File: config.mk
export PLATFORM = sky130hd
export DESIGN_NAME = mirrored_window_average_flat
export DESIGN_NICKNAME = d
export VERILOG_FILES = /design/src/rtl/mwa_pkg.sv /design/src/rtl/mwa_in_if.sv /design/src/rtl/mwa_out_if.sv /design/src/rtl/mwa_ring.sv /design/src/rtl/mwa_mean.sv /design/src/rtl/mirrored_window_average.sv /design/src/flat_wrapper.sv
export SDC_FILE = /design/constraint.sdc
export NUM_CORES = 2
export LEC_CHECK = 0
export ABC_AREA = 1
export BUFFER_PORTS_ARGS = -buffer_cell sky130_fd_sc_hd__buf_4
export CAP_MARGIN = 10
export CORE_ASPECT_RATIO = 0.75
export CORE_MARGIN = 1
export CORE_UTILIZATION = 55
export CTS_CLUSTER_DIAMETER = 60
export CTS_CLUSTER_SIZE = 25
export DETAILED_ROUTE_END_ITERATION = 8
export PLACE_DENSITY = 0.72
export SYNTH_ARGS = -nofsm -noshare
export SYNTH_HDL_FRONTEND = slang
export SYNTH_SLANG_ARGS = --single-unit
File: constraint.sdc
create_clock -name clk -period 6.11 [get_ports clk]
set_clock_uncertainty 0.05 [all_clocks]
set_input_delay 0.3055 -clock clk [delete_from_list [all_inputs] [get_ports clk]]
set_output_delay 0.3055 -clock clk [all_outputs]
set_load 0.005 [all_outputs]
File: src/rtl/mwa_pkg.sv
`timescale 1ns / 1ps
// ----------------------------------------------------------------------------
// mwa_pkg
// Shared widths, register codes and control types for the mirrored window
// average block.
// ----------------------------------------------------------------------------
package mwa_pkg;

  localparam int SCORE_W         = 16;
  localparam int HALF_W          = 6;
  localparam int COUNT_WIDTH     = 16;
  localparam int MAX_HALF_WINDOW = 63;
  localparam int RING_DEPTH      = 128;
  localparam int RING_AW         = $clog2(RING_DEPTH);

  localparam int RING_HALF = (RING_DEPTH - 1) / 2;
  localparam int H_CAP     = (MAX_HALF_WINDOW < RING_HALF) ? MAX_HALF_WINDOW : RING_HALF;

  localparam int DIVISOR_W = HALF_W + 1;
  localparam int SUM_W     = SCORE_W + DIVISOR_W;
  localparam int STEP_W    = $clog2(SUM_W + 1);
  localparam int JW        = COUNT_WIDTH + 2;

  localparam int CFG_IDX_W  = 1;
  localparam int CFG_DATA_W = COUNT_WIDTH;

  localparam logic [CFG_IDX_W-1:0] CFG_HALF_WINDOW  = CFG_IDX_W'(0);
  localparam logic [CFG_IDX_W-1:0] CFG_COLUMN_COUNT = CFG_IDX_W'(1);

  typedef struct packed {
    logic clear;
    logic acc_en;
    logic div_start;
  } mean_ctl_t;

endpackage

File: src/rtl/mwa_in_if.sv
`timescale 1ns / 1ps
// ----------------------------------------------------------------------------
// mwa_in_if
// Score input channel: valid/ready handshake with one Q1.15 score.
// ----------------------------------------------------------------------------
interface mwa_in_if import mwa_pkg::*; ();
  logic               valid;
  logic               ready;
  logic [SCORE_W-1:0] score_in;

  modport source (output valid, output score_in, input ready);
  modport sink (input valid, input score_in, output ready);
endinterface

File: src/rtl/mwa_out_if.sv
`timescale 1ns / 1ps
// ----------------------------------------------------------------------------
// mwa_out_if
// Result channel: valid/ready handshake with smoothed score and flags.
// ----------------------------------------------------------------------------
interface mwa_out_if import mwa_pkg::*; ();
  logic               valid;
  logic               ready;
  logic [SCORE_W-1:0] score_out;
  logic               last_out;
  logic               rejected;

  modport source (output valid, output score_out, output last_out, output rejected,
                  input ready);
  modport sink (input valid, input score_out, input last_out, input rejected,
                output ready);
endinterface

File: src/rtl/mwa_ring.sv
`timescale 1ns / 1ps
// ----------------------------------------------------------------------------
// mwa_ring
// Sample ring: one write port, one read port with registered read data.
// ----------------------------------------------------------------------------
module mwa_ring import mwa_pkg::*; (
  input  logic               clk,
  input  logic               we,
  input  logic [RING_AW-1:0] waddr,
  input  logic [SCORE_W-1:0] wdata,
  input  logic [RING_AW-1:0] raddr,
  output logic [SCORE_W-1:0] rdata
);

  logic [SCORE_W-1:0] mem [RING_DEPTH];

  always_ff @(posedge clk) begin
    if (we) begin
      mem[waddr] <= wdata;
    end
  end

  always_ff @(posedge clk) begin
    rdata <= mem[raddr];
  end

endmodule

File: src/rtl/mwa_mean.sv
`timescale 1ns / 1ps
// ----------------------------------------------------------------------------
// mwa_mean
// Window accumulator and restoring divider sharing one adder. Accumulates
// ring reads, then divides the sum by the window length, one quotient bit
// per cycle.
// ----------------------------------------------------------------------------
module mwa_mean import mwa_pkg::*; (
  input  logic                 clk,
  input  logic                 rst,
  input  mean_ctl_t            ctl,
  input  logic [SCORE_W-1:0]   data,
  input  logic [DIVISOR_W-1:0] divisor,
  output logic                 busy,
  output logic [SCORE_W-1:0]   quotient
);

  logic [SUM_W-1:0]     acc;
  logic [DIVISOR_W-1:0] rem;
  logic [STEP_W-1:0]    steps;

  logic [DIVISOR_W:0]   shifted;
  logic [SUM_W:0]       op_a;
  logic [SUM_W:0]       op_b;
  logic                 carry_in;
  logic [SUM_W:0]       total;
  logic                 neg;

  assign busy     = (steps != '0);
  assign shifted  = {rem, acc[SUM_W-1]};
  assign quotient = acc[SCORE_W-1:0];

  // shared adder: acc + data while summing, shifted - divisor while dividing
  always_comb begin
    if (busy) begin
      op_a     = (SUM_W+1)'(shifted);
      op_b     = ~((SUM_W+1)'(divisor));
      carry_in = 1'b1;
    end else begin
      op_a     = (SUM_W+1)'(acc);
      op_b     = (SUM_W+1)'(data);
      carry_in = 1'b0;
    end
    total = op_a + op_b + (SUM_W+1)'(carry_in);
    neg   = total[SUM_W];
  end

  always_ff @(posedge clk) begin
    if (rst) begin
      steps <= '0;
    end else if (busy) begin
      steps <= steps - STEP_W'(1);
    end else if (ctl.div_start) begin
      steps <= STEP_W'(SUM_W);
    end
  end

  always_ff @(posedge clk) begin
    if (busy) begin
      rem <= neg ? shifted[DIVISOR_W-1:0] : total[DIVISOR_W-1:0];
      acc <= {acc[SUM_W-2:0], ~neg};
    end else if (ctl.div_start) begin
      rem <= '0;
    end else if (ctl.clear) begin
      acc <= '0;
    end else if (ctl.acc_en) begin
      acc <= total[SUM_W-1:0];
    end
  end

endmodule

File: src/rtl/mirrored_window_average.sv
`timescale 1ns / 1ps
// ----------------------------------------------------------------------------
// mirrored_window_average
// Centered moving average over a stream of Q1.15 scores with mirrored edges.
//
//   port      dir  handshake            payload
//   samples   in   valid/ready          score_in
//   results   out  valid/ready          score_out, last_out, rejected
//   cfg       in   cfg_we (no stall)    cfg_index, cfg_wdata
//
// Each smoothed result passes through a start state, 2h+1 ring reads (one per
// cycle), a drain state, a divider launch, the shared divider and an output
// state. An item without a result is taken in IDLE alone, a passed-through
// item also passes through PASS; the final item of a stream produces h+1
// results back to back. The sequencer stalls only when it has a new result
// and the output register is full and not being read.
// Reset is synchronous; no clearing pass is needed.
// ----------------------------------------------------------------------------
module mirrored_window_average import mwa_pkg::*; (
  input  logic                  clk,
  input  logic                  rst,
  input  logic                  cfg_we,
  input  logic [CFG_IDX_W-1:0]  cfg_index,
  input  logic [CFG_DATA_W-1:0] cfg_wdata,
  mwa_in_if.sink                samples,
  mwa_out_if.source             results
);

  typedef enum logic [2:0] {
    IDLE, START, SUM, DRAIN, DIVGO, DIVW, OUT, PASS
  } state_t;

  state_t                 state;
  logic [HALF_W-1:0]      half_window;
  logic [COUNT_WIDTH-1:0] column_count;
  logic [COUNT_WIDTH-1:0] items_seen;
  logic [COUNT_WIDTH-1:0] cur_i;
  logic [COUNT_WIDTH-1:0] hi_i;
  logic [SCORE_W-1:0]     x_hold;
  logic                   final_hold;
  logic signed [JW-1:0]   j;
  logic [DIVISOR_W-1:0]   left;
  logic                   rd_pend;

  logic                   out_valid;
  logic [SCORE_W-1:0]     out_score;
  logic                   out_last;
  logic                   out_rej;

  logic [HALF_W-1:0]      h_eff;
  logic [COUNT_WIDTH-1:0] count_eff;
  logic [COUNT_WIDTH-1:0] count_m1;
  logic                   accept;
  logic                   is_final;
  logic                   is_rej;
  logic                   slot_free;
  logic                   out_load;
  logic signed [JW-1:0]   count_s;
  logic signed [JW-1:0]   k;
  logic [SCORE_W-1:0]     rd_data;
  logic                   mean_busy;
  logic [SCORE_W-1:0]     mean_q;
  mean_ctl_t              ctl;

  assign h_eff     = (half_window > HALF_W'(H_CAP)) ? HALF_W'(H_CAP) : half_window;
  assign count_eff = (column_count == '0) ? COUNT_WIDTH'(1) : column_count;
  assign count_m1  = count_eff - COUNT_WIDTH'(1);
  assign accept    = samples.valid && samples.ready;
  assign is_final  = (items_seen >= count_m1);
  assign is_rej    = (COUNT_WIDTH'(half_window) > (count_eff >> 2));
  assign slot_free = !out_valid || results.ready;
  assign out_load  = slot_free && ((state == OUT) || (state == PASS));

  assign samples.ready     = (state == IDLE);
  assign results.valid     = out_valid;
  assign results.score_out = out_score;
  assign results.last_out  = out_last;
  assign results.rejected  = out_rej;

  // mirror the window index into the stream
  always_comb begin
    count_s = $signed({2'b00, count_eff});
    if (j < 0) begin
      k = -j;
    end else if (j >= count_s) begin
      k = (count_s <<< 1) - j - $signed(JW'(2));
    end else begin
      k = j;
    end
  end

  always_comb begin
    ctl.clear     = (state == START);
    ctl.acc_en    = rd_pend;
    ctl.div_start = (state == DIVGO);
  end

  mwa_ring u_ring (
    .clk   (clk),
    .we    (accept),
    .waddr (items_seen[RING_AW-1:0]),
    .wdata (samples.score_in),
    .raddr (k[RING_AW-1:0]),
    .rdata (rd_data)
  );

  mwa_mean u_mean (
    .clk      (clk),
    .rst      (rst),
    .ctl      (ctl),
    .data     (rd_data),
    .divisor  ({h_eff, 1'b1}),
    .busy     (mean_busy),
    .quotient (mean_q)
  );

  always_ff @(posedge clk) begin
    if (rst) begin
      state        <= IDLE;
      half_window  <= '0;
      column_count <= COUNT_WIDTH'(1);
      items_seen   <= '0;
      rd_pend      <= 1'b0;
      out_valid    <= 1'b0;
    end else begin
      rd_pend <= (state == SUM);
      if (out_load) begin
        out_valid <= 1'b1;
      end else if (out_valid && results.ready) begin
        out_valid <= 1'b0;
      end

      if (cfg_we) begin
        case (cfg_index)
          CFG_HALF_WINDOW:  half_window  <= cfg_wdata[HALF_W-1:0];
          CFG_COLUMN_COUNT: column_count <= cfg_wdata[COUNT_WIDTH-1:0];
          default:          half_window  <= half_window;
        endcase
        items_seen <= '0;
      end else if (accept) begin
        items_seen <= is_final ? '0 : items_seen + COUNT_WIDTH'(1);
      end

      case (state)
        IDLE: begin
          if (accept) begin
            x_hold     <= samples.score_in;
            final_hold <= is_final;
            cur_i      <= items_seen - COUNT_WIDTH'(h_eff);
            hi_i       <= is_final ? items_seen : items_seen - COUNT_WIDTH'(h_eff);
            if (is_rej) begin
              state <= PASS;
            end else if (items_seen >= COUNT_WIDTH'(h_eff)) begin
              state <= START;
            end
          end
        end
        START: begin
          j     <= $signed({2'b00, cur_i}) - $signed(JW'(h_eff));
          left  <= {h_eff, 1'b0};
          state <= SUM;
        end
        SUM: begin
          j <= j + $signed(JW'(1));
          if (left == '0) begin
            state <= DRAIN;
          end else begin
            left <= left - DIVISOR_W'(1);
          end
        end
        DRAIN: begin
          state <= DIVGO;
        end
        DIVGO: begin
          state <= DIVW;
        end
        DIVW: begin
          if (!mean_busy) begin
            state <= OUT;
          end
        end
        OUT: begin
          if (slot_free) begin
            out_score <= mean_q;
            out_last  <= (cur_i == count_m1);
            out_rej   <= 1'b0;
            if (cur_i == hi_i) begin
              state <= IDLE;
            end else begin
              cur_i <= cur_i + COUNT_WIDTH'(1);
              state <= START;
            end
          end
        end
        PASS: begin
          if (slot_free) begin
            out_score <= x_hold;
            out_last  <= final_hold;
            out_rej   <= 1'b1;
            state     <= IDLE;
          end
        end
        default: begin
          state <= IDLE;
        end
      endcase
    end
  end

endmodule
File: src/flat_wrapper.sv
// flat-port wrapper written by rule: the top's interface ports become plain ports
module mirrored_window_average_flat import mwa_pkg::*;
  (clk, rst, cfg_we, cfg_index, cfg_wdata, samples_valid, samples_score_in, samples_ready, results_valid, results_score_out, results_last_out, results_rejected, results_ready);
  mwa_in_if samples_i ();
  mwa_out_if results_i ();
  input  logic clk;
  input  logic rst;
  input  logic cfg_we;
  input  logic [CFG_IDX_W-1:0] cfg_index;
  input  logic [CFG_DATA_W-1:0] cfg_wdata;
  input wire logic [$bits(samples_i.valid)-1:0] samples_valid;
  input wire logic [$bits(samples_i.score_in)-1:0] samples_score_in;
  output wire logic [$bits(samples_i.ready)-1:0] samples_ready;
  output wire logic [$bits(results_i.valid)-1:0] results_valid;
  output wire logic [$bits(results_i.score_out)-1:0] results_score_out;
  output wire logic [$bits(results_i.last_out)-1:0] results_last_out;
  output wire logic [$bits(results_i.rejected)-1:0] results_rejected;
  input wire logic [$bits(results_i.ready)-1:0] results_ready;
  assign samples_i.valid = samples_valid;
  assign samples_i.score_in = samples_score_in;
  assign samples_ready = samples_i.ready;
  assign results_valid = results_i.valid;
  assign results_score_out = results_i.score_out;
  assign results_last_out = results_i.last_out;
  assign results_rejected = results_i.rejected;
  assign results_i.ready = results_ready;
  mirrored_window_average u_core (.clk(clk), .rst(rst), .cfg_we(cfg_we), .cfg_index(cfg_index), .cfg_wdata(cfg_wdata), .samples(samples_i), .results(results_i));
endmodule
After elaboration in Yosys (flattened, before gate mapping):

Memories as Yosys holds them, arrays and structs flattened. A register that Yosys moved wholly into a read port is not among the register bits.
Index checks and enable logic that the tools add are counted.

* register bits: 170
* bits in latches: 0
* memory bits (writable): 2048
* ROM bits: 0
* bits of input ports: 38
* output and inout port bits: 20
* word-level logic and storage cells: 133
* memories kept: 1

Memory list
* u_core.u_ring.mem: words 128, bits a word 16, read ports 1, clocked after Yosys merged registers in 1, write ports 1, RTL line mwa_ring.sv:15 `logic [SCORE_W-1:0] mem [RING_DEPTH];`

* $add $sub $neg: 13
* $mul: 0
* div/mod/pow operators: 0
* order comparisons: 6
* eq/ne operators: 18
* shifts and indexed selects: 0
* muxes and demuxes: 47
* bitwise logic cells: 4
* reductions and logical operators: 26

Operators with widths (count)
* 2-to-1 mux 16 bit: 8
* 2-to-1 mux 23 bit: 5
* one-hot mux 16 bit (2 select lines): 2
* 2-to-1 mux 7 bit: 6
* one-hot mux 18 bit (2 select lines): 1
* adder 16 x 1 -> 16 bit (second input constant): 2
* equality test 16 bit: 2
* adder 24 x 1 -> 24 bit: 1
* adder 24 bit: 1
* 2-to-1 mux 24 bit: 1
* inverter 7 -> 24 bit: 1
* one-hot mux 3 bit (8 select lines): 1
* 2-to-1 mux 3 bit: 7
* adder 18 x 2 -> 18 bit (second input constant): 1
* greater-or-equal comparator 18 x 17 -> 1 bit: 1
* less-than comparator 18 x 1 -> 1 bit (second input constant): 1
* subtractor 16 x 6 -> 17 bit: 1
* greater-or-equal comparator 16 bit: 1
* greater-or-equal comparator 16 x 6 -> 1 bit: 1
* zero test 16 bit: 1
* subtractor 16 x 1 -> 16 bit (second input constant): 1
* subtractor 16 x 6 -> 16 bit: 1
* greater-than comparator 6 x 14 -> 1 bit: 1
* one-hot mux 7 bit (2 select lines): 1
* other kinds (31): 65

Depth between registers and ports, before layout:

* depth after elaboration: 10
* mapped depth: 26
* mapped depth without buffers: 25

By module:

Synthesis repeated with hierarchy kept, for this count alone.

* cells, all modules: 8458
* area total of the unflattened synthesis: 95505.3 µm²

By module, submodules not included
* mwa_ring: times used 1, cells each 6793, area an instance 82828.2 µm², sequential area each 61819.3 µm²
* mirrored_window_average: times used 1, cells each 1208, area an instance 9496.6 µm², sequential area each 3623.5 µm²
* mwa_mean: times used 1, cells each 457, area an instance 3180.6 µm², sequential area each 1001.0 µm²

Worst setup path after synthesis:

Ideal clock, no wire load.

* kind: register -> register
* from: register u_core.cur_i[0]
* to: register u_core.cur_i[0], enable pin
* data arrival time: 3564 ps
* data required time: 5582 ps
* path slack: 2019 ps
* cell stages (with the launch flop): 8
* path buffers: 0
* clock period less this slack: 4091 ps
* path through: edfxtp_1 inv_1 or2_2 nand3_1 nor4_1 nand2_1 a21oi_1 a2111oi_0

* longest elaborated chain between the ends: 3

RTL lines
* start, declared: RTL line mirrored_window_average.sv:37 `logic [COUNT_WIDTH-1:0] cur_i;`
* start signal, assigned: RTL line mirrored_window_average.sv:149 `cur_i <= items_seen - COUNT_WIDTH'(h_eff);`
* start signal, assigned: RTL line mirrored_window_average.sv:190 `cur_i <= cur_i + COUNT_WIDTH'(1);`
* equality test 16 bit: RTL line mirrored_window_average.sv:187 `if (cur_i == hi_i) begin`
* != test 2 bit (no line)
* AND reduction 5 bit (no line)

No other way between the ends.
A chain may end at the register's enable or synchronous reset.

Worst setup path in the final report:

* from: register u_core.column_count[8]
* to: register u_core.u_ring.rdata[14], read port of u_core.u_ring.mem

* longest elaborated chain between the ends: 6
* elaborated cells between the ends (all ways): 7
* those cells by class: 2 x add/sub; 1 x order compare; 3 x mux; 1 x reduce/logical

RTL lines
* start, declared: RTL line mirrored_window_average.sv:35 `logic [COUNT_WIDTH-1:0] column_count;`
* start signal, assigned: RTL line mirrored_window_average.sv:136 `CFG_COLUMN_COUNT: column_count <= cfg_wdata[COUNT_WIDTH-1:0];`
* zero test 16 bit: RTL line mirrored_window_average.sv:66 `assign count_eff = (column_count == '0) ? COUNT_WIDTH'(1) : column_count;`
* 2-to-1 mux 16 bit (*): RTL line mirrored_window_average.sv:66
* subtractor 7 bit: RTL line mirrored_window_average.sv:86 `k = (count_s <<< 1) - j - $signed(JW'(2));`
* subtractor 7 x 3 -> 7 bit: RTL line mirrored_window_average.sv:86
* 2-to-1 mux 7 bit (*): RTL line mirrored_window_average.sv:85 `end else if (j >= count_s) begin`
* 2-to-1 mux 7 bit (*): RTL line mirrored_window_average.sv:83 `if (j < 0) begin`
* end, declared: RTL line mwa_ring.sv:12 `output logic [SCORE_W-1:0] rdata`

Mark *: on every way between the ends. The rest lies on a longest branch, timed or not.

==> impl_metrics.py <==
metrics = {
    "run_status": {
        "status": "completed",
    },
    "synth": {
        "synth_common_cells": "edfxtp_1, nand3_1, nand2_1",
        "synth_edf_count": 2170,
        "synth_ff_type": "edfxtp_1",
        "async_flop_share_pct": 0,
        "yosysUniqueCellTypes": 56,
        "synthCells": 7564,
        "syn_area_um2": 95220,
        "yosys.area.top_type": "edfxtp_1",
        "synth-seq-area-share_pct": 69.78,
        "synth_fp_nets": 7690,
        "ys_seq_elements": 2234,
        "synth.most_common_cell": "edfxtp_1",
        "synth_area_leaders": "edfxtp_1, nand3_1, mux2i_1, nand2_1, nor2_1",
        "yosys_warnings": 0,
        "syn_avg_cell_area_um2": 12.59,
        "netlist.area_leader.share_pct": 68.44,
    },
    "placed_design": {
        "dp_hpwl_um": 150300,
        "port_buffers": 57,
        "gp_congestion": 0.9488,
        "placed_cells_incl_taps": 9621,
    },
    "clock_network": {
        "cts_sinks": 2234,
        "cts_resized": 0,
        "htree_levels": 3,
        "insertion_delay_ns": 0.82,
        "cts_root_buf": "clkbuf_16",
        "cts_buffer_depth": 3,
        "ctsHoldBuffers": 31,
        "cts_setup_buffers": 0,
        "cts_buffers": 118,
        "clk_pin_slew_ns": 0.10,
        "cts_tree": "built",
    },
    "setup_path": {
        "r2r_end": "u_core.u_ring.rdata[14]",
        "reg2reg_depth": 19,
        "crit_top_cell": "nand3_1",
        "crit_family": "simple AND/OR/NAND/NOR gates",
        "startpoint_type": "flip-flop",
        "slowest_stage": "o21bai_4",
        "critPathRequiredTime_ns": 6.82,
        "cp_cell_sequence": "nor2_1 -> nand3_1 -> nor2_1 -> nand2_1 -> inv_2 -> nor2_2 -> ha_1 -> inv_1 -> ha_1 -> fa_1 -> a21boi_1 -> o21bai_4 -> buf_4 -> nand3_1 -> nand3_1 -> nand3_1 -> nand3_1 -> nand3_1 -> nand2_1",
        "worstPathArrival_ns": 5.92,
        "path_buf_inv": 3,
        "worstSetupStartpoint": "u_core.column_count[8]",
        "crit_end": "u_core.u_ring.rdata[14]",
        "crit_type": "reg2reg",
        "r2r_setup_slack_ns": 0.90,
        "reg2reg_from": "u_core.column_count[8]",
        "worstSetupEndpointType": "flip-flop",
        "cp_max_fo": 32,
        "crit_cells": 19,
        "slowest_delay_ns": 0.72,
    },
    "layout": {
        "syn_to_final_growth_pct": 7.925,
        "post-route-util_pct": 60.11,
        "num-fill-cells": 13130,
        "drive_above_1_share_pct": 7.047,
        "fin_nets": 7637,
        "stdcell_count": 9856,
    },
    "sta": {
        "fin_hold_ws_ns": 0.05831,
        "hold_violations": 0,
        "finalSetupViolations": 0,
        "timing.fmax_ghz": 0.1918,
        "rsz0062_at_grt": "no",
        "slew_violations": 0,
        "setup-tns-final_ns": 0,
        "tightestPinTransition_ns": 1.293,
        "max_slew_margin_pct": 13.57,
        "post-route-min-period_ns": 5.214,
        "final.period_utilization_pct": 85.34,
    },
    "floorplanning": {
        "core-area_um2": 171000,
        "die_w_um": 482.5,
        "io_pins": 58,
        "num_rows": 131,
        "die_area_um2": 174800,
        "die_y_um": 362.3,
        "start_util_pct": 55.70,
    },
    "power_and_ir_drop": {
        "power_leakage_nw": 36.30,
        "ir_drop_uv": 635.8,
        "fin_total_pwr_mw": 45.79,
        "powerDensity_nw_per_um2": 445.6,
    },
    "global_routing": {
        "grt_pass1_vias": 57790,
        "grt_use_total_pct": 29.54,
        "grt_pass1_wl_um": 383200,
        "antenna_found_initial": 11,
        "grt_overflow": 0,
        "grt_max_degree": 170,
    },
    "detailed_routing": {
        "drt-initial-drc-count": 9402,
        "vias_per_cell": 6.373,
        "drc_errors": 0,
        "wl_um": 262900,
        "drt_pass1_iterations": 9,
        "wl_per_cell_um": 26.67,
        "route.vias.total": 62810,
        "drtAntennaViolNets": 0,
    },
    "worst_hold_path": {
        "hold_path.class": "in2reg",
    },
    "run": {
        "drv_cap": 0,
    },
}
[area by class of cell]
type	instances	area (µm²)	share of cell area, %
diodes	3	7.507	0.007305
clock buffers	131	3033	2.951
clock inverters	70	985.9	0.9594
inverters	195	742.0	0.7220
multi-input cells	4647	25940	25.24
flip-flops and latches	2234	66440	64.66
well taps	2261	2829	2.753
repair buffers	315	2780	2.705
[state kept, by name (all words and copies together) (netlist names), 5 cells and up]
signal,flops
u_core.u_ring.mem,2048
u_core.hi_i,16
u_core.u_mean.acc,23
u_core.results.score_out,16
u_core.u_ring.rdata,16
u_core.u_mean.steps,5
u_core.u_mean.rem,7
u_core.j,18
u_core.left,7
u_core.cur_i,16
u_core.items_seen,16
u_core.x_hold,16
u_core.column_count,16
u_core.half_window,6
[cells by family (layout without fill, tap and decap cells)]
| group | Yosys count | count (layout) | synth area share (%) |
|---|---|---|---|
| AOI/OAI and AO/OA | 563 | 563 | 3.110 |
| xor gates and xnor gates | 97 | 97 | 0.8922 |
| adders and majority gates | 88 | 88 | 1.196 |
| buffers and inverters | 683 | 711 | 3.166 |
| DFF | 2234 | 2234 | 69.78 |
| muxes | 608 | 608 | 6.392 |
| other | 0 | 3 | 0 |
| and+or+nand+nor | 3291 | 3291 | 15.46 |
[metal layers]
| layer | vias up | part of all wire (%) | track usage [%] |
|---|---|---|---|
| met5 | - | 0.092 | 0.7492 |
| met2 | 3791 | 44 | 42.93 |
| met4 | 10 | 3.0 | 8.645 |
| li1 | 27450 | - | - |
| met1 | 31130 | 41 | 44.06 |
| met3 | 426 | 12 | 7.179 |
[worst min-delay path by stage]
stage,startpoint,end,cells past startpoint
2_1_floorplan,samples_score_in[0],u_core.u_ring.mem[0][0],0
3_3_place_gp,u_core.u_mean.steps[3],u_core.u_mean.steps[3],1
3_5_place_dp,u_core.u_mean.steps[3],u_core.u_mean.steps[3],1
4_1_cts,samples_score_in[0],u_core.u_ring.mem[76][0],1
5_1_grt,samples_score_in[14],u_core.u_ring.mem[79][14],1
6_report,samples_score_in[8],u_core.u_ring.mem[72][8],1
[layout by cell type (no fill, tap or decap), types with 8 or more instances in the layout]
cell type | synthesis | routed
nor4_1 | 8 | 8
inv_6 | 0 | 16
clkbuf_16 | 0 | 119
buf_4 | 7 | 257
nor3_1 | 34 | 28
nand4_1 | 178 | 178
clkinvlp_4 | 0 | 10
o21ai_0 | 232 | 231
ha_1 | 83 | 83
a21oi_1 | 96 | 96
nor2_1 | 772 | 754
nand3_1 | 1399 | 1394
o22ai_1 | 18 | 18
mux2i_1 | 608 | 608
buf_12 | 0 | 27
dlygate4sd3_1 | 0 | 31
inv_1 | 190 | 189
xnor2_1 | 26 | 26
clkbuf_1 | 301 | 11
dfxtp_1 | 64 | 64
edfxtp_1 | 2170 | 2170
or2_2 | 13 | 13
o21ai_1 | 174 | 173
bufinv_16 | 0 | 13
xor2_1 | 71 | 71
nor2_2 | 6 | 21
nand2_1 | 865 | 864
[report_power, final]
| part | switching [mW] | internal (mW) | total (mW) |
|---|---|---|---|
| sequential | 0.344 | 17.4 | 17.7 |
| combinational | 13.4 | 5.24 | 18.6 |
| clock | 5.13 | 4.28 | 9.41 |
[metrics by stage]
step	setup WS (ns)	instance area [µm²]
final	0.8957	102800
after global placement	1.034	98430
after floorplan	2.019	95220
after global routing	0.7210	102800
after CTS	1.069	102800
after detailed placement	1.099	98430
(Power assumes the default switching activity.)
